File: src/rtl/core/rmsa_pkg.sv
// Shared widths and command codes of the running mean and standard error accumulator.
package rmsa_pkg;

   localparam int SUM_BITS = 48;
   localparam int SQ_BITS  = 56;

   typedef enum logic [1:0] {
      CMD_ADD     = 2'd0,
      CMD_MERGE   = 2'd1,
      CMD_CLEAR   = 2'd2,
      CMD_REPLACE = 2'd3
   } cmd_type;

endpackage

File: src/rtl/core/running_mean_stderr_accumulator.sv
// Top level: running count, mean and standard error accumulator with serial arithmetic.
//
// The req channel carries one command per transaction in req_tuser (add a sample, merge a
// summarised set, clear, replace with a set) and the operands in req_tdata. Every accepted
// transaction produces exactly one rsp transaction with the updated count, mean, standard
// error and the empty and sticky overflow flags.
// A new transaction is taken only once the previous one has moved its result into the output
// register. The time is set by the bit-serial multiplier (one multiplier bit per cycle), the
// shared restoring divider (one quotient bit per cycle, used for the mean, the mean square and
// the variance over the count) and the square root, one result bit per cycle.
// Reset clears the count, both sums and the overflow flag and empties the output register.
// When rsp_tready stays low the result holds in the output register; the block still takes one
// more req transaction and holds its finished result until the register frees up.
module running_mean_stderr_accumulator #(
   parameter  int SAMPLE_BITS = 24,
   parameter  int FRAC_BITS   = 12,
   parameter  int COUNT_BITS  = 20,
   localparam int REQ_BITS    = ((3 * SAMPLE_BITS + COUNT_BITS + 7) / 8) * 8,
   localparam int RSP_BITS    = ((2 * SAMPLE_BITS + COUNT_BITS + 7) / 8) * 8
) (
   input  logic                clock,
   input  logic                reset,
   input  logic                req_tvalid,
   output logic                req_tready,
   // sample, set_count, set_mean, set_stderr
   input  logic [REQ_BITS-1:0] req_tdata,
   // command
   input  logic [1:0]          req_tuser,
   output logic                rsp_tvalid,
   input  logic                rsp_tready,
   // paths_count, mean_value, std_error
   output logic [RSP_BITS-1:0] rsp_tdata,
   // empty_flag, overflow_flag
   output logic [1:0]          rsp_tuser
);

   localparam int SB  = SAMPLE_BITS;
   localparam int NW  = COUNT_BITS + 1;
   localparam int RB  = SAMPLE_BITS - 1;
   localparam int SUMW = rmsa_pkg::SUM_BITS;
   localparam int SQW = rmsa_pkg::SQ_BITS;
   localparam int AW  = (SQW > 2 * SB) ? SQW : 2 * SB;
   localparam int BW  = (SB > NW) ? SB : NW;
   localparam int PW  = AW + BW;
   localparam int QW  = SUMW + 1;
   localparam int MW  = SQW + 1;
   localparam int VW  = SQW + FRAC_BITS + 1;
   localparam int DW  = (VW > 2 * SB - 1) ? VW : 2 * SB - 1;
   localparam int LW  = $clog2(DW + 1);
   localparam int EW  = ((SUMW > SB + COUNT_BITS + 1) ? SUMW : SB + COUNT_BITS + 1) + 1;
   localparam int SCW = $clog2(RB + 1);
   localparam int OFS_N  = SB;
   localparam int OFS_M  = SB + NW;
   localparam int OFS_SE = 2 * SB + NW;

   localparam logic [PW-1:0]   ROUND_HALF = PW'((65'd1 << FRAC_BITS) >> 1);
   localparam logic [NW-1:0]   COUNT_MAX  = NW'(1) << COUNT_BITS;
   localparam logic [SQW-1:0]  SQ_MAX     = '1;
   localparam logic [SUMW-1:0] SUM_MAX    = {1'b0, {(SUMW - 1){1'b1}}};
   localparam logic [SUMW-1:0] SUM_MIN    = {1'b1, {(SUMW - 1){1'b0}}};
   localparam logic [QW-1:0]   MEAN_LIM   = QW'(1) << (SB - 1);
   localparam logic [RB-1:0]   SE_MAX     = '1;

   typedef enum logic [15:0] {
      S_IDLE     = 16'h0001,
      S_ADD      = 16'h0002,
      S_SQS      = 16'h0004,
      S_MERGE    = 16'h0008,
      S_MUL_MN   = 16'h0010,
      S_MUL_SE   = 16'h0020,
      S_MUL_SEN  = 16'h0040,
      S_MUL_MM   = 16'h0080,
      S_MUL_TN   = 16'h0100,
      S_STATS    = 16'h0200,
      S_DIV_MEAN = 16'h0400,
      S_DIV_MS   = 16'h0800,
      S_MUL_Q    = 16'h1000,
      S_DIV_VAR  = 16'h2000,
      S_SQRT     = 16'h4000,
      S_OUT      = 16'h8000
   } state_type;

   state_type              state_ff, state_in;
   logic                   start_ff, start_in;
   rmsa_pkg::cmd_type      req_cmd;

   logic [SB-1:0]          samp_ff, samp_in;
   logic [NW-1:0]          setn_ff, setn_in;
   logic [SB-1:0]          smean_ff, smean_in;
   logic [RB-1:0]          sse_ff, sse_in;

   logic [NW-1:0]          count_ff, count_in;
   logic signed [SUMW-1:0] sum_ff, sum_in;
   logic [SQW-1:0]         sq_ff, sq_in;
   logic                   ovf_ff, ovf_in;

   logic [AW-1:0]          tmp_ff, tmp_in;
   logic [SB-1:0]          q_ff, q_in;
   logic [SB-1:0]          mean_ff, mean_in;
   logic [SQW-1:0]         ms_ff, ms_in;
   logic                   sat_ff, sat_in;
   logic [2*RB-1:0]        rad_ff, rad_in;
   logic [RB-1:0]          root_ff, root_in;
   logic [RB:0]            srem_ff, srem_in;
   logic [SCW-1:0]         scnt_ff, scnt_in;
   logic [RB-1:0]          se_res_ff, se_res_in;

   logic                   rsp_valid_ff, rsp_valid_in;
   logic [RSP_BITS-1:0]    rsp_data_ff, rsp_data_in;
   logic [1:0]             rsp_user_ff, rsp_user_in;

   logic [SB-1:0]          samp_mag, smean_mag;
   logic [SUMW-1:0]        sum_mag;
   logic [NW-1:0]          half_n, n_eff;

   logic                   mul_start, mul_done;
   logic [AW-1:0]          mul_a;
   logic [BW-1:0]          mul_b;
   logic [PW-1:0]          mul_prod;
   logic [PW:0]            prod_rnd;
   logic [PW-1:0]          prod_q;
   logic                   prod_sat;
   logic [SQW-1:0]         prod_cap;

   logic                   div_start, div_done;
   logic [LW-1:0]          div_len;
   logic [DW-1:0]          div_dvd;
   logic [DW-1:0]          div_quot;

   logic [NW-1:0]          cnt_add;
   logic [NW:0]            cnt_t;
   logic                   cnt_ovf;
   logic [NW-1:0]          cnt_new;

   logic signed [EW-1:0]   sum_delta, sum_t, prod_signed;
   logic [EW-SUMW:0]       sum_top;
   logic                   sum_ovf;
   logic [SUMW-1:0]        sum_new;

   logic [AW-1:0]          sq_delta;
   logic [AW:0]            sq_t;
   logic                   sq_ovf;
   logic [AW:0]            t_sum;
   logic                   t_ovf;

   logic [QW-1:0]          mean_q, mean_lim, mean_qc;
   logic [PW-1:0]          ms_wide;

   logic [RB+2:0]          s_rem_w, s_trial, s_diff;
   logic                   s_ge;
   logic [RB-1:0]          root_new;

   assign req_cmd  = rmsa_pkg::cmd_type'(req_tuser);
   assign req_tready = (state_ff == S_IDLE);

   assign samp_mag  = samp_ff[SB-1] ? (~samp_ff + 1'b1) : samp_ff;
   assign smean_mag = smean_ff[SB-1] ? (~smean_ff + 1'b1) : smean_ff;
   assign sum_mag   = sum_ff[SUMW-1] ? SUMW'(~sum_ff + 1'b1) : SUMW'(sum_ff);
   assign half_n    = count_ff >> 1;
   assign n_eff     = (setn_ff > COUNT_MAX) ? COUNT_MAX : setn_ff;

   // product post-processing
   assign prod_rnd = (PW + 1)'(mul_prod) + (PW + 1)'(ROUND_HALF);
   assign prod_q   = PW'(prod_rnd >> FRAC_BITS);
   assign prod_sat = |mul_prod[PW-1:SQW];
   assign prod_cap = prod_sat ? SQ_MAX : mul_prod[SQW-1:0];

   // count adder
   assign cnt_add = (state_ff == S_ADD) ? NW'(1) : n_eff;
   assign cnt_t   = (NW + 1)'(count_ff) + (NW + 1)'(cnt_add);
   assign cnt_ovf = cnt_t > (NW + 1)'(COUNT_MAX);
   assign cnt_new = cnt_ovf ? COUNT_MAX : cnt_t[NW-1:0];

   // signed sum adder
   assign prod_signed = EW'($signed({1'b0, mul_prod[SB+COUNT_BITS-1:0]}));
   assign sum_delta   = (state_ff == S_ADD) ? EW'($signed(samp_ff))
                      : (smean_ff[SB-1] ? -prod_signed : prod_signed);
   assign sum_t   = EW'(sum_ff) + sum_delta;
   assign sum_top = sum_t[EW-1:SUMW-1];
   assign sum_ovf = (|sum_top) && !(&sum_top);
   assign sum_new = sum_ovf ? (sum_t[EW-1] ? SUM_MIN : SUM_MAX) : sum_t[SUMW-1:0];

   // square sum adder
   assign sq_delta = (state_ff == S_SQS) ? prod_q[AW-1:0] : AW'(prod_cap);
   assign sq_t     = (AW + 1)'(sq_ff) + (AW + 1)'(sq_delta);
   assign sq_ovf   = |sq_t[AW:SQW];

   // merge term: capped se^2*n plus rounded mean^2
   assign t_sum = (AW + 1)'(tmp_ff) + (AW + 1)'(prod_q[AW-1:0]);
   assign t_ovf = |t_sum[AW:SQW];

   // mean clamp
   assign mean_q   = div_quot[QW-1:0];
   assign mean_lim = sum_ff[SUMW-1] ? MEAN_LIM : MEAN_LIM - 1'b1;
   assign mean_qc  = (mean_q > mean_lim) ? mean_lim : mean_q;
   assign ms_wide  = PW'(ms_ff);

   // square root step, two radicand bits per cycle
   assign s_rem_w  = {srem_ff, rad_ff[2*RB-1 -: 2]};
   assign s_trial  = {1'b0, root_ff, 2'b01};
   assign s_ge     = s_rem_w >= s_trial;
   assign s_diff   = s_rem_w - s_trial;
   assign root_new = {root_ff[RB-2:0], s_ge};

   assign mul_start = start_ff && ((state_ff == S_SQS) || (state_ff == S_MUL_MN) ||
                      (state_ff == S_MUL_SE) || (state_ff == S_MUL_SEN) ||
                      (state_ff == S_MUL_MM) || (state_ff == S_MUL_TN) ||
                      (state_ff == S_MUL_Q));
   assign div_start = start_ff && ((state_ff == S_DIV_MEAN) || (state_ff == S_DIV_MS) ||
                      (state_ff == S_DIV_VAR));

   always_comb begin
      mul_a = '0;
      mul_b = '0;
      case (state_ff)
         S_SQS: begin
            mul_a = AW'(samp_mag);
            mul_b = BW'(samp_mag);
         end
         S_MUL_MN: begin
            mul_a = AW'(smean_mag);
            mul_b = BW'(setn_ff);
         end
         S_MUL_SE: begin
            mul_a = AW'(sse_ff);
            mul_b = BW'(sse_ff);
         end
         S_MUL_SEN: begin
            mul_a = tmp_ff;
            mul_b = BW'(setn_ff);
         end
         S_MUL_MM: begin
            mul_a = AW'(smean_mag);
            mul_b = BW'(smean_mag);
         end
         S_MUL_TN: begin
            mul_a = tmp_ff;
            mul_b = BW'(setn_ff);
         end
         S_MUL_Q: begin
            mul_a = AW'(q_ff);
            mul_b = BW'(q_ff);
         end
         default: begin
            mul_a = '0;
            mul_b = '0;
         end
      endcase
   end

   always_comb begin
      div_len = '0;
      div_dvd = '0;
      case (state_ff)
         S_DIV_MEAN: begin
            div_len = LW'(QW);
            div_dvd = DW'(QW'(sum_mag) + QW'(half_n)) << (DW - QW);
         end
         S_DIV_MS: begin
            div_len = LW'(MW);
            div_dvd = DW'(MW'(sq_ff) + MW'(half_n)) << (DW - MW);
         end
         S_DIV_VAR: begin
            div_len = LW'(VW);
            div_dvd = DW'((VW'(ms_ff) << FRAC_BITS) + VW'(half_n)) << (DW - VW);
         end
         default: begin
            div_len = '0;
            div_dvd = '0;
         end
      endcase
   end

   rmsa_serial_mul #(
      .A_BITS (AW),
      .B_BITS (BW)
   ) u_mul (
      .clock   (clock),
      .reset   (reset),
      .start   (mul_start),
      .a       (mul_a),
      .b       (mul_b),
      .product (mul_prod),
      .done    (mul_done)
   );

   rmsa_serial_div #(
      .DIVIDEND_BITS (DW),
      .DIVISOR_BITS  (NW)
   ) u_div (
      .clock    (clock),
      .reset    (reset),
      .start    (div_start),
      .len      (div_len),
      .dividend (div_dvd),
      .divisor  (count_ff),
      .quotient (div_quot),
      .done     (div_done)
   );

   always_comb begin
      state_in     = state_ff;
      start_in     = 1'b0;
      samp_in      = samp_ff;
      setn_in      = setn_ff;
      smean_in     = smean_ff;
      sse_in       = sse_ff;
      count_in     = count_ff;
      sum_in       = sum_ff;
      sq_in        = sq_ff;
      ovf_in       = ovf_ff;
      tmp_in       = tmp_ff;
      q_in         = q_ff;
      mean_in      = mean_ff;
      ms_in        = ms_ff;
      sat_in       = sat_ff;
      rad_in       = rad_ff;
      root_in      = root_ff;
      srem_in      = srem_ff;
      scnt_in      = scnt_ff;
      se_res_in    = se_res_ff;
      rsp_valid_in = rsp_valid_ff && !rsp_tready;
      rsp_data_in  = rsp_data_ff;
      rsp_user_in  = rsp_user_ff;

      case (state_ff)
         S_IDLE: begin
            if (req_tvalid) begin
               samp_in  = req_tdata[SB-1:0];
               setn_in  = req_tdata[OFS_N +: NW];
               smean_in = req_tdata[OFS_M +: SB];
               sse_in   = req_tdata[OFS_SE +: RB];
               case (req_cmd)
                  rmsa_pkg::CMD_ADD: begin
                     state_in = S_ADD;
                  end
                  rmsa_pkg::CMD_MERGE: begin
                     state_in = S_MERGE;
                  end
                  rmsa_pkg::CMD_CLEAR: begin
                     count_in = '0;
                     sum_in   = '0;
                     sq_in    = '0;
                     ovf_in   = 1'b0;
                     state_in = S_STATS;
                  end
                  rmsa_pkg::CMD_REPLACE: begin
                     count_in = '0;
                     sum_in   = '0;
                     sq_in    = '0;
                     ovf_in   = 1'b0;
                     state_in = S_MERGE;
                  end
                  default: begin
                     state_in = S_IDLE;
                  end
               endcase
            end
         end
         S_ADD: begin
            count_in = cnt_new;
            sum_in   = signed'(sum_new);
            ovf_in   = ovf_ff | cnt_ovf | sum_ovf;
            start_in = 1'b1;
            state_in = S_SQS;
         end
         S_SQS: begin
            if (mul_done) begin
               sq_in    = sq_ovf ? SQ_MAX : sq_t[SQW-1:0];
               ovf_in   = ovf_ff | sq_ovf;
               state_in = S_STATS;
            end
         end
         S_MERGE: begin
            setn_in  = n_eff;
            count_in = cnt_new;
            ovf_in   = ovf_ff | (setn_ff > COUNT_MAX) | cnt_ovf;
            start_in = 1'b1;
            state_in = S_MUL_MN;
         end
         S_MUL_MN: begin
            if (mul_done) begin
               sum_in   = signed'(sum_new);
               ovf_in   = ovf_ff | sum_ovf;
               start_in = 1'b1;
               state_in = S_MUL_SE;
            end
         end
         S_MUL_SE: begin
            if (mul_done) begin
               tmp_in   = prod_q[AW-1:0];
               start_in = 1'b1;
               state_in = S_MUL_SEN;
            end
         end
         S_MUL_SEN: begin
            if (mul_done) begin
               tmp_in   = AW'(prod_cap);
               ovf_in   = ovf_ff | prod_sat;
               start_in = 1'b1;
               state_in = S_MUL_MM;
            end
         end
         S_MUL_MM: begin
            if (mul_done) begin
               tmp_in   = t_ovf ? AW'(SQ_MAX) : AW'(t_sum[SQW-1:0]);
               ovf_in   = ovf_ff | t_ovf;
               start_in = 1'b1;
               state_in = S_MUL_TN;
            end
         end
         S_MUL_TN: begin
            if (mul_done) begin
               sq_in    = sq_ovf ? SQ_MAX : sq_t[SQW-1:0];
               ovf_in   = ovf_ff | prod_sat | sq_ovf;
               state_in = S_STATS;
            end
         end
         S_STATS: begin
            if (count_ff == '0) begin
               mean_in   = '0;
               se_res_in = '0;
               state_in  = S_OUT;
            end else begin
               start_in = 1'b1;
               state_in = S_DIV_MEAN;
            end
         end
         S_DIV_MEAN: begin
            if (div_done) begin
               q_in     = mean_qc[SB-1:0];
               mean_in  = sum_ff[SUMW-1] ? (~mean_qc[SB-1:0] + 1'b1) : mean_qc[SB-1:0];
               start_in = 1'b1;
               state_in = S_DIV_MS;
            end
         end
         S_DIV_MS: begin
            if (div_done) begin
               ms_in    = div_quot[SQW-1:0];
               start_in = 1'b1;
               state_in = S_MUL_Q;
            end
         end
         S_MUL_Q: begin
            if (mul_done) begin
               ms_in    = (ms_wide > prod_q) ? SQW'(ms_wide - prod_q) : '0;
               start_in = 1'b1;
               state_in = S_DIV_VAR;
            end
         end
         S_DIV_VAR: begin
            if (div_done) begin
               sat_in   = |div_quot[DW-1:2*RB];
               rad_in   = div_quot[2*RB-1:0];
               root_in  = '0;
               srem_in  = '0;
               scnt_in  = SCW'(RB);
               state_in = S_SQRT;
            end
         end
         S_SQRT: begin
            rad_in  = rad_ff << 2;
            root_in = root_new;
            srem_in = s_ge ? s_diff[RB:0] : s_rem_w[RB:0];
            scnt_in = scnt_ff - 1'b1;
            if (scnt_ff == SCW'(1)) begin
               se_res_in = sat_ff ? SE_MAX : root_new;
               state_in  = S_OUT;
            end
         end
         S_OUT: begin
            if (!rsp_valid_ff || rsp_tready) begin
               rsp_valid_in = 1'b1;
               rsp_data_in  = RSP_BITS'({se_res_ff, mean_ff, count_ff});
               rsp_user_in  = {ovf_ff, (count_ff == '0)};
               state_in     = S_IDLE;
            end
         end
         default: begin
            state_in = S_IDLE;
         end
      endcase
   end

   always_ff @(posedge clock) begin
      if (reset) begin
         state_ff     <= S_IDLE;
         start_ff     <= 1'b0;
         count_ff     <= '0;
         sum_ff       <= '0;
         sq_ff        <= '0;
         ovf_ff       <= 1'b0;
         rsp_valid_ff <= 1'b0;
      end else begin
         state_ff     <= state_in;
         start_ff     <= start_in;
         count_ff     <= count_in;
         sum_ff       <= sum_in;
         sq_ff        <= sq_in;
         ovf_ff       <= ovf_in;
         rsp_valid_ff <= rsp_valid_in;
      end
   end

   always_ff @(posedge clock) begin
      samp_ff     <= samp_in;
      setn_ff     <= setn_in;
      smean_ff    <= smean_in;
      sse_ff      <= sse_in;
      tmp_ff      <= tmp_in;
      q_ff        <= q_in;
      mean_ff     <= mean_in;
      ms_ff       <= ms_in;
      sat_ff      <= sat_in;
      rad_ff      <= rad_in;
      root_ff     <= root_in;
      srem_ff     <= srem_in;
      scnt_ff     <= scnt_in;
      se_res_ff   <= se_res_in;
      rsp_data_ff <= rsp_data_in;
      rsp_user_ff <= rsp_user_in;
   end

   assign rsp_tvalid = rsp_valid_ff;
   assign rsp_tdata  = rsp_data_ff;
   assign rsp_tuser  = rsp_user_ff;

endmodule

File: src/rtl/core/rmsa_serial_mul.sv
// Bit-serial shift-add multiplier, one multiplier bit per cycle.
module rmsa_serial_mul #(
   parameter int A_BITS = 56,
   parameter int B_BITS = 24
) (
   input  logic                       clock,
   input  logic                       reset,
   input  logic                       start,
   input  logic [A_BITS-1:0]          a,
   input  logic [B_BITS-1:0]          b,
   output logic [A_BITS+B_BITS-1:0]   product,
   output logic                       done
);

   localparam int P_BITS = A_BITS + B_BITS;
   localparam int C_BITS = $clog2(B_BITS + 1);

   logic [A_BITS-1:0] a_ff, a_in;
   logic [B_BITS-1:0] b_ff, b_in;
   logic [P_BITS-1:0] acc_ff, acc_in;
   logic [C_BITS-1:0] cnt_ff, cnt_in;
   logic              busy_ff, busy_in;
   logic              done_ff, done_in;
   logic [A_BITS:0]   part;

   assign part = {1'b0, acc_ff[P_BITS-1:B_BITS]} + (b_ff[0] ? {1'b0, a_ff} : '0);

   always_comb begin
      a_in    = a_ff;
      b_in    = b_ff;
      acc_in  = acc_ff;
      cnt_in  = cnt_ff;
      busy_in = busy_ff;
      done_in = 1'b0;
      if (start) begin
         a_in    = a;
         b_in    = b;
         acc_in  = '0;
         cnt_in  = C_BITS'(B_BITS);
         busy_in = 1'b1;
      end else if (busy_ff) begin
         acc_in = {part, acc_ff[B_BITS-1:1]};
         b_in   = b_ff >> 1;
         cnt_in = cnt_ff - 1'b1;
         if (cnt_ff == C_BITS'(1)) begin
            busy_in = 1'b0;
            done_in = 1'b1;
         end
      end
   end

   always_ff @(posedge clock) begin
      if (reset) begin
         busy_ff <= 1'b0;
         done_ff <= 1'b0;
      end else begin
         busy_ff <= busy_in;
         done_ff <= done_in;
      end
   end

   always_ff @(posedge clock) begin
      a_ff   <= a_in;
      b_ff   <= b_in;
      acc_ff <= acc_in;
      cnt_ff <= cnt_in;
   end

   assign product = acc_ff;
   assign done    = done_ff;

endmodule

File: src/rtl/core/rmsa_serial_div.sv
// Restoring divider, one quotient bit per cycle over a left-aligned dividend.
module rmsa_serial_div #(
   parameter  int DIVIDEND_BITS = 69,
   parameter  int DIVISOR_BITS  = 21,
   localparam int LEN_BITS      = $clog2(DIVIDEND_BITS + 1)
) (
   input  logic                     clock,
   input  logic                     reset,
   input  logic                     start,
   input  logic [LEN_BITS-1:0]      len,
   input  logic [DIVIDEND_BITS-1:0] dividend,
   input  logic [DIVISOR_BITS-1:0]  divisor,
   output logic [DIVIDEND_BITS-1:0] quotient,
   output logic                     done
);

   localparam int DW = DIVIDEND_BITS;
   localparam int NW = DIVISOR_BITS;

   logic [DW-1:0]       num_ff, num_in;
   logic [DW-1:0]       quot_ff, quot_in;
   logic [NW-1:0]       den_ff, den_in;
   logic [NW-1:0]       rem_ff, rem_in;
   logic [LEN_BITS-1:0] cnt_ff, cnt_in;
   logic                busy_ff, busy_in;
   logic                done_ff, done_in;
   logic [NW:0]         rem_w;
   logic [NW+1:0]       diff;
   logic                fits;

   assign rem_w = {rem_ff, num_ff[DW-1]};
   assign diff  = {1'b0, rem_w} - {2'b00, den_ff};
   assign fits  = !diff[NW+1];

   always_comb begin
      num_in  = num_ff;
      quot_in = quot_ff;
      den_in  = den_ff;
      rem_in  = rem_ff;
      cnt_in  = cnt_ff;
      busy_in = busy_ff;
      done_in = 1'b0;
      if (start) begin
         num_in  = dividend;
         den_in  = divisor;
         rem_in  = '0;
         quot_in = '0;
         cnt_in  = len;
         busy_in = 1'b1;
      end else if (busy_ff) begin
         num_in  = num_ff << 1;
         rem_in  = fits ? diff[NW-1:0] : rem_w[NW-1:0];
         quot_in = {quot_ff[DW-2:0], fits};
         cnt_in  = cnt_ff - 1'b1;
         if (cnt_ff == LEN_BITS'(1)) begin
            busy_in = 1'b0;
            done_in = 1'b1;
         end
      end
   end

   always_ff @(posedge clock) begin
      if (reset) begin
         busy_ff <= 1'b0;
         done_ff <= 1'b0;
      end else begin
         busy_ff <= busy_in;
         done_ff <= done_in;
      end
   end

   always_ff @(posedge clock) begin
      num_ff  <= num_in;
      quot_ff <= quot_in;
      den_ff  <= den_in;
      rem_ff  <= rem_in;
      cnt_ff  <= cnt_in;
   end

   assign quotient = quot_ff;
   assign done     = done_ff;

endmodule
File: config.mk
export PLATFORM = sky130hd
export DESIGN_NAME = running_mean_stderr_accumulator
export DESIGN_NICKNAME = d
export VERILOG_FILES = /design/src/rtl/core/rmsa_pkg.sv /design/src/rtl/core/running_mean_stderr_accumulator.sv /design/src/rtl/core/rmsa_serial_mul.sv /design/src/rtl/core/rmsa_serial_div.sv
export SDC_FILE = /design/constraint.sdc
export NUM_CORES = 2
export LEC_CHECK = 0
export BUFFER_PORTS_ARGS = -buffer_cell sky130_fd_sc_hd__clkbuf_2
export CAP_MARGIN = 20
export CORE_MARGIN = 5
export CORE_UTILIZATION = 65
export CTS_BUF_LIST = sky130_fd_sc_hd__clkbuf_8
export DETAILED_ROUTE_END_ITERATION = 12
export MAX_ROUTING_LAYER = met4
export PLACE_DENSITY = 0.82
export SETUP_SLACK_MARGIN = 0.4
export SYNTH_ARGS = -nofsm -noshare
export SYNTH_HDL_FRONTEND = slang
export SYNTH_HIERARCHICAL = 1
export SYNTH_SLANG_ARGS = --single-unit
File: constraint.sdc
create_clock -name clock -period 21.1 [get_ports clock]
set_input_delay 2.11 -clock clock [delete_from_list [all_inputs] [get_ports clock]]
set_output_delay 2.11 -clock clock [all_outputs]
set_load 0.01 [all_outputs]
Word-level counts from Yosys, hierarchy flattened
Index checks and enable logic that the tools add are counted.

cells by class
  add/subtract/negate cells = 20
  order comparisons = 5
  mux-type cells = 103
  eq/ne operators = 38
  $mul = 0
  reduce and logical (&&, ||, !) cells = 61
  bitwise operators = 15
  divide/modulo/power cells = 0
  shift operators = 0

operators with widths
  kind                                            count
  two-way mux 56 bit                              14
  two-way mux 48 bit                              6
  case mux 56 bit (5 select lines)                1
  two-way mux 24 bit                              11
  case mux 16 bit (15 select lines)               1
  case mux 56 bit (2 select lines)                2
  two-way mux 16 bit                              13
  case mux 69 bit (3 select lines)                1
  case mux 56 bit (3 select lines)                1
  two-way mux 21 bit                              7
  case mux 48 bit (3 select lines)                1
  two-way mux 69 bit                              2
  case mux 24 bit (5 select lines)                1
  adder 56 x 56 -> 57 bit                         2
  two-way mux 49 bit                              2
  case mux 24 bit (2 select lines)                2
  two-way mux 23 bit                              4
  case mux 23 bit (2 select lines)                2
  case mux 46 bit (2 select lines)                1
  case mux 21 bit (2 select lines)                2
  adder 80 x 12 -> 81 bit, second input constant  1
  adder 24 x 1 -> 24 bit, second input constant   3
  inverter 24 bit                                 3
  adder 68 x 20 -> 69 bit                         1
  69 further kinds                                158

storage, ports and cells
  output and inout bits = 76
  RAM bits = 0
  bits in latches = 0
  memories kept = 0
  bits in registers = 944
  memory bits (read-only) = 0

Longest topological paths before layout
  depth after elaboration = 10
  mapped depth = 26
  gate-level depth less buffers = 23

Cells and area by module
The synthesis kept the hierarchy.

modules (own cells, without submodules)
  module                           area each (µm²)  cells an instance  instances
  running_mean_stderr_accumulator  50413.4          6141               1
  rmsa_serial_mul                  9421.5           961                1
  rmsa_serial_div                  8540.7           724                1

Least setup slack after synthesis
Ideal clock, no wire load.

  kind = reg-to-reg
  from = register state_ff[0]
  to = register ms_ff[0] (enable)
  data required time = 20.547 ns
  setup slack = 14.410 ns
  buffers on the path = 3
  arrival = 6.136 ns
  stages on the path, launching flop included = 9
  cells stage by stage = dfxtp_1 clkbuf_1 nor4_2 nand3_1 or3_1 or3b_2 clkbuf_1 clkbuf_1 a211oi_1

on the way
  word-level cells in the longest chain between the ends = 3
  elaborated cells between the ends (all ways) = 6
  classes of those cells = 4 x eq/ne; 2 x reduce/logical

ends and longest elaborated chain
  item                                                                                     line                                    text
  start: declaration                                                                       running_mean_stderr_accumulator.sv:83   state_type state_ff, state_in;
  start signal: assignment                                                                 running_mean_stderr_accumulator.sv:495  state_ff <= state_in;
  equality test 16 x 12 -> 1 bit / equality test 16 x 13 -> 1 bit (equally long branches)  running_mean_stderr_accumulator.sv:326  case (state_ff)
  != test 2 x 1 -> 1 bit (no source line) / nonzero test 2 bit (equally long branches)     n/a
  AND reduction 3 bit (no source line) *                                                   n/a
  end signal: assignment                                                                   running_mean_stderr_accumulator.sv:513  ms_ff <= ms_in;
  end: declaration                                                                         running_mean_stderr_accumulator.sv:100  logic [SQW-1:0] ms_ff, ms_in;

Mark *: on every way between the ends. The rest lies on a longest branch, timed or not.
A chain may end at the register's enable or synchronous reset.

Worst setup path after layout
  from = register u_mul.acc_ff[23], in the netlist u_mul/product[23]
  to = register ovf_ff

on the way
  word-level cells in the longest chain between the ends = 10
  elaborated cells between the ends (all ways) = 23
  classes of those cells = 5 x add/sub; 9 x mux; 5 x bitwise; 4 x reduce/logical

ends and longest elaborated chain
  item                               line                                    text
  start: declaration                 rmsa_serial_mul.sv:20                   logic [P_BITS-1:0] acc_ff, acc_in;
  start signal: assignment           rmsa_serial_mul.sv:65                   acc_ff <= acc_in;
  negation 44 -> 49 bit              running_mean_stderr_accumulator.sv:177  : (smean_ff[SB-1] ? -prod_signed : prod_signed);
  two-way mux 49 bit                 running_mean_stderr_accumulator.sv:177
  two-way mux 49 bit                 running_mean_stderr_accumulator.sv:176  assign sum_delta = (state_ff == S_ADD) ? EW'($signed(samp_ff))
  adder 48 x 49 -> 49 bit            running_mean_stderr_accumulator.sv:178  assign sum_t = EW'(sum_ff) + sum_delta;
  AND reduction 2 bit                running_mean_stderr_accumulator.sv:180  assign sum_ovf = (|sum_top) && !(&sum_top);
  zero test 1 bit                    running_mean_stderr_accumulator.sv:180
  logical AND 1 bit                  running_mean_stderr_accumulator.sv:180
  bitwise OR 1 bit                   running_mean_stderr_accumulator.sv:384  ovf_in = ovf_ff | sum_ovf;
  two-way mux 1 bit                  running_mean_stderr_accumulator.sv:382  if (mul_done) begin
  case mux 1 bit (8 select lines) *  running_mean_stderr_accumulator.sv:326
  end signal: assignment             running_mean_stderr_accumulator.sv:500  ovf_ff <= ovf_in;
  end: declaration                   running_mean_stderr_accumulator.sv:95   logic ovf_ff, ovf_in;

Mark *: on every way between the ends. The rest lies on a longest branch, timed or not. The select of a mux whose other input is x is not followed.

==> run_results.csv <==
group,metric,value,unit
global_route,grt_max_degree,97,
setup_path,worstSetupPathType,"register to register",
routing,route.detailed.drc,0,
sta,setup_ws,13.18,ns
global_route,grt_use_total,0.413,
logic_synthesis,synth_edf_count,621,
logic_synthesis,synth.most_common_cell,"nand2_1",
sta,fin_crit,7.92,ns
setup_path,path_buf_inv,1,
sta,tightest_slew,1.24,ns
logic_synthesis,ys_ff_latch,944,
die,die_w,334,um
sta,grt_setup_unrepaired,"no",
sta,finClkSkew,0.0519,ns
logic_synthesis,synth_cells,7826,
sta,setup_viol,0,
placed_design,pre_cts_ws,13.56,ns
hold_path,holdCritStartpoint,"mean_ff[20]",
routing,ant_nets,0,
clocking,cts.sinks,944,
clocking,hold_buffers,0,
clocking,cts_tree,"yes",
global_route,antenna_found_initial,5,
clocking,clk_pin_slew,0.06,ns
logic_synthesis,ys_seq_area_frac,0.367,
setup_path,r2r-start,"u_mul/product[23]",
logic_synthesis,synth_top_flop_cell,"edfxtp_1",
layout,drive_gt1_frac,0.0902,
clocking,cts.path.max_buffers,3,
sta,drv_slew,0,
clocking,insertion_delay,0.90,ns
logic_synthesis,synth.top_cells.by_count,"849 x nand2_1, 774 x nor2_1, 621 x edfxtp_1",
outcome,status,"completed",
setup_path,cp.depth,21,
clocking,ctsHtreeMaxLevel,4,
setup_path,max_stage_delay,0.94,ns
setup_path,critPathSlowestCell,"a21oi_1",
routing,detail_route.wl_per_cell,25.0,um
die,core,0.105,mm^2
placed_design,dp_hpwl,176,mm
logic_synthesis,ys_warn_count,6,
sta,tns,0,ns
setup_path,crit_family,"compound AO/OA/AOI/OAI gates",
die,chipHeight,334,um
setup_path,worst-endpoint-required,21.84,ns
clocking,cts_made_buffers,163,
setup_path,critPathLaunchType,"register",
die,num_rows,119,
pwr,ir_worst_vdd,0.134,mV
routing,dr.pass1.iters,9,
routing,finalWirelength,234,mm
clocking,ctsResizeCount,0,
sta,hold_viol,0,
setup_path,crit_chain,"nand4_1, or3_1, nor3_1, and4_1, and2_1, nand3_1, nor3_1, xnor2_1, inv_1, nor2_1, a21oi_1, ha_1, a21o_1, a21o_1, a21oi_1, o221ai_1, a21o_1, a31oi_1, o211ai_1, o311ai_0, nand3_1",
setup_path,critPathLaunch,"u_mul/product[23]",
logic_synthesis,synthArstFlopShare,0,
layout,nNetsFinal,8366,
global_route,grt_overflow_total,0,
pwr,power.leakage,30.7,nW
routing,vias_per_cell,6.73,
global_route,grt_pass1_wl,350,mm
setup_path,cp.arrival,8.67,ns
routing,vias,63000,
logic_synthesis,synth_cell_types,101,
sta,maxSlewHeadroom,0.168,
logic_synthesis,synth.area.top_cells,"edfxtp_1 27%, dfxtp_1 9.5%, ha_1 7.8%, nand2_1 4.7%, xnor2_1 4.4%",
layout,synthToLayoutAreaGrowth,7.56,%
run,maxCapViolations,0,
sta,period_share,0.376,
logic_synthesis,synth_area,0.0684,mm^2
die,design.die.area,0.112,mm^2
die,ios,178,
logic_synthesis,synth.avg_cell_area,8.74,um^2
placed_design,place_congestion,1.02,
logic_synthesis,yosysTopAreaCell,"edfxtp_1",
global_route,grt_pass1_vias,58700,
pwr,power_density,62.1,mW/mm^2
routing,drtIter0Drc,7898,
setup_path,r2r_cells,21,
hold_path,whs_path_depth,0,
setup_path,cp_max_fo,9,
placed_design,io_buffers,169,
hold_path,hold_class,"register to register",
clocking,cts_setup_buffers,0,
die,start_util,0.652,
setup_path,cp_common_cell,"a21o_1",
logic_synthesis,synth_top_area_frac,0.273,
clocking,root_buffer,"clkbuf_8",
sta,max_clock_freq,126,MHz
setup_path,critPathCaptureType,"register",
[sequential cells by signal, indices dropped and copies added (netlist names), 23 cells and up, named ones only]
register	cells
rad_ff	46
ms_ff	56
se_res_ff	23
u_mul/b_ff	24
mean_ff	24
u_mul/a_ff	56
samp_ff	24
sse_ff	23
u_div/quotient	69
q_ff	24
root_ff	23
srem_ff	24
rsp_tdata	68
u_mul/product	80
sq_ff	56
u_div/num_ff	69
sum_ff	48
tmp_ff	56
smean_ff	24
[layout make-up]
| type | count | area (um^2) |
|---|---|---|
| antenna | 8 | 20.0 |
| clock buffer | 183 | 2520 |
| clock inverter | 116 | 749 |
| fill | 8222 | 31300 |
| inverter | 247 | 927 |
| multi-input combinational | 6197 | 40800 |
| sequential | 944 | 25100 |
| tap | 1391 | 1740 |
| timing repair buffer | 277 | 1680 |
[per-stage QoR]
stage                     instances  area (um^2)  power [mW]  hold slack [ns]  utilization
final                          9363        73500        4.57            0.406        0.702
after global routing           9360        73500        4.72            0.428        0.702
after CTS                      9349        73500        4.55            0.410        0.701
after detailed placement       9050        70200        2.87            0.406        0.670
after global placement         9048        70200        2.85            0.401        0.670
after floorplan                7830        68400        2.64            0.400            -
[cell families after synthesis]
kind of cell,count (synthesis),share of synthesized area
AND/OR/NAND/NOR,2741,0.191
adder cells (fa/ha/maj),434,0.0805
XOR/XNOR,626,0.0802
AO/OA/AOI/OAI,2153,0.206
multiplexers,238,0.0365
buffers and inverters,689,0.0386
flip-flops,944,0.367
other,1,0.0000548
[worst paths after layout]
| kind | endpoint | slack [ns] |
|---|---|---|
| worst max-delay path | ovf_ff | 13.18 |
| worst min-delay path | rsp_tdata[41] | 0.41 |
| worst max register to register | ovf_ff | 13.18 |
| worst min register to register | rsp_tdata[41] | 0.41 |
[placed cells by master (no fill, tap or decap), drive strengths merged, types with 56 or more instances in the layout]
cell type and count:
o21ai 498, dfxtp 323, xor2 279, o21a 56, nor2 774, nor2b 58
mux2i 147, or3 58, nand3 174, a22oi 73, and2 154, nand2 854
nor4 79, clkbuf 352, and3 98, inv 323, a211oi 64, ha 424
a21o 219, o22ai 60, buf 108, a21oi 570, nand4 117, mux2 91
edfxtp 621, a221o 58, nand2b 65, xnor2 347, a31oi 71, nor3 136
o31ai 65
[power by group]
part / internal, mW / switching (mW)
clock: 0.880 / 0.824
combinational: 0.244 / 0.491
sequential: 2.04 / 0.0878
[routing by layer]
layer  share of wire  vias up  track usage
met5               0        -            -
met1            0.39    29800        0.532
li1                -    28800            -
met2            0.43     3636        0.604
met4           0.079        0        0.264
met3            0.10      752       0.0739
No activity file was read; power rests on OpenSTA's default activity.
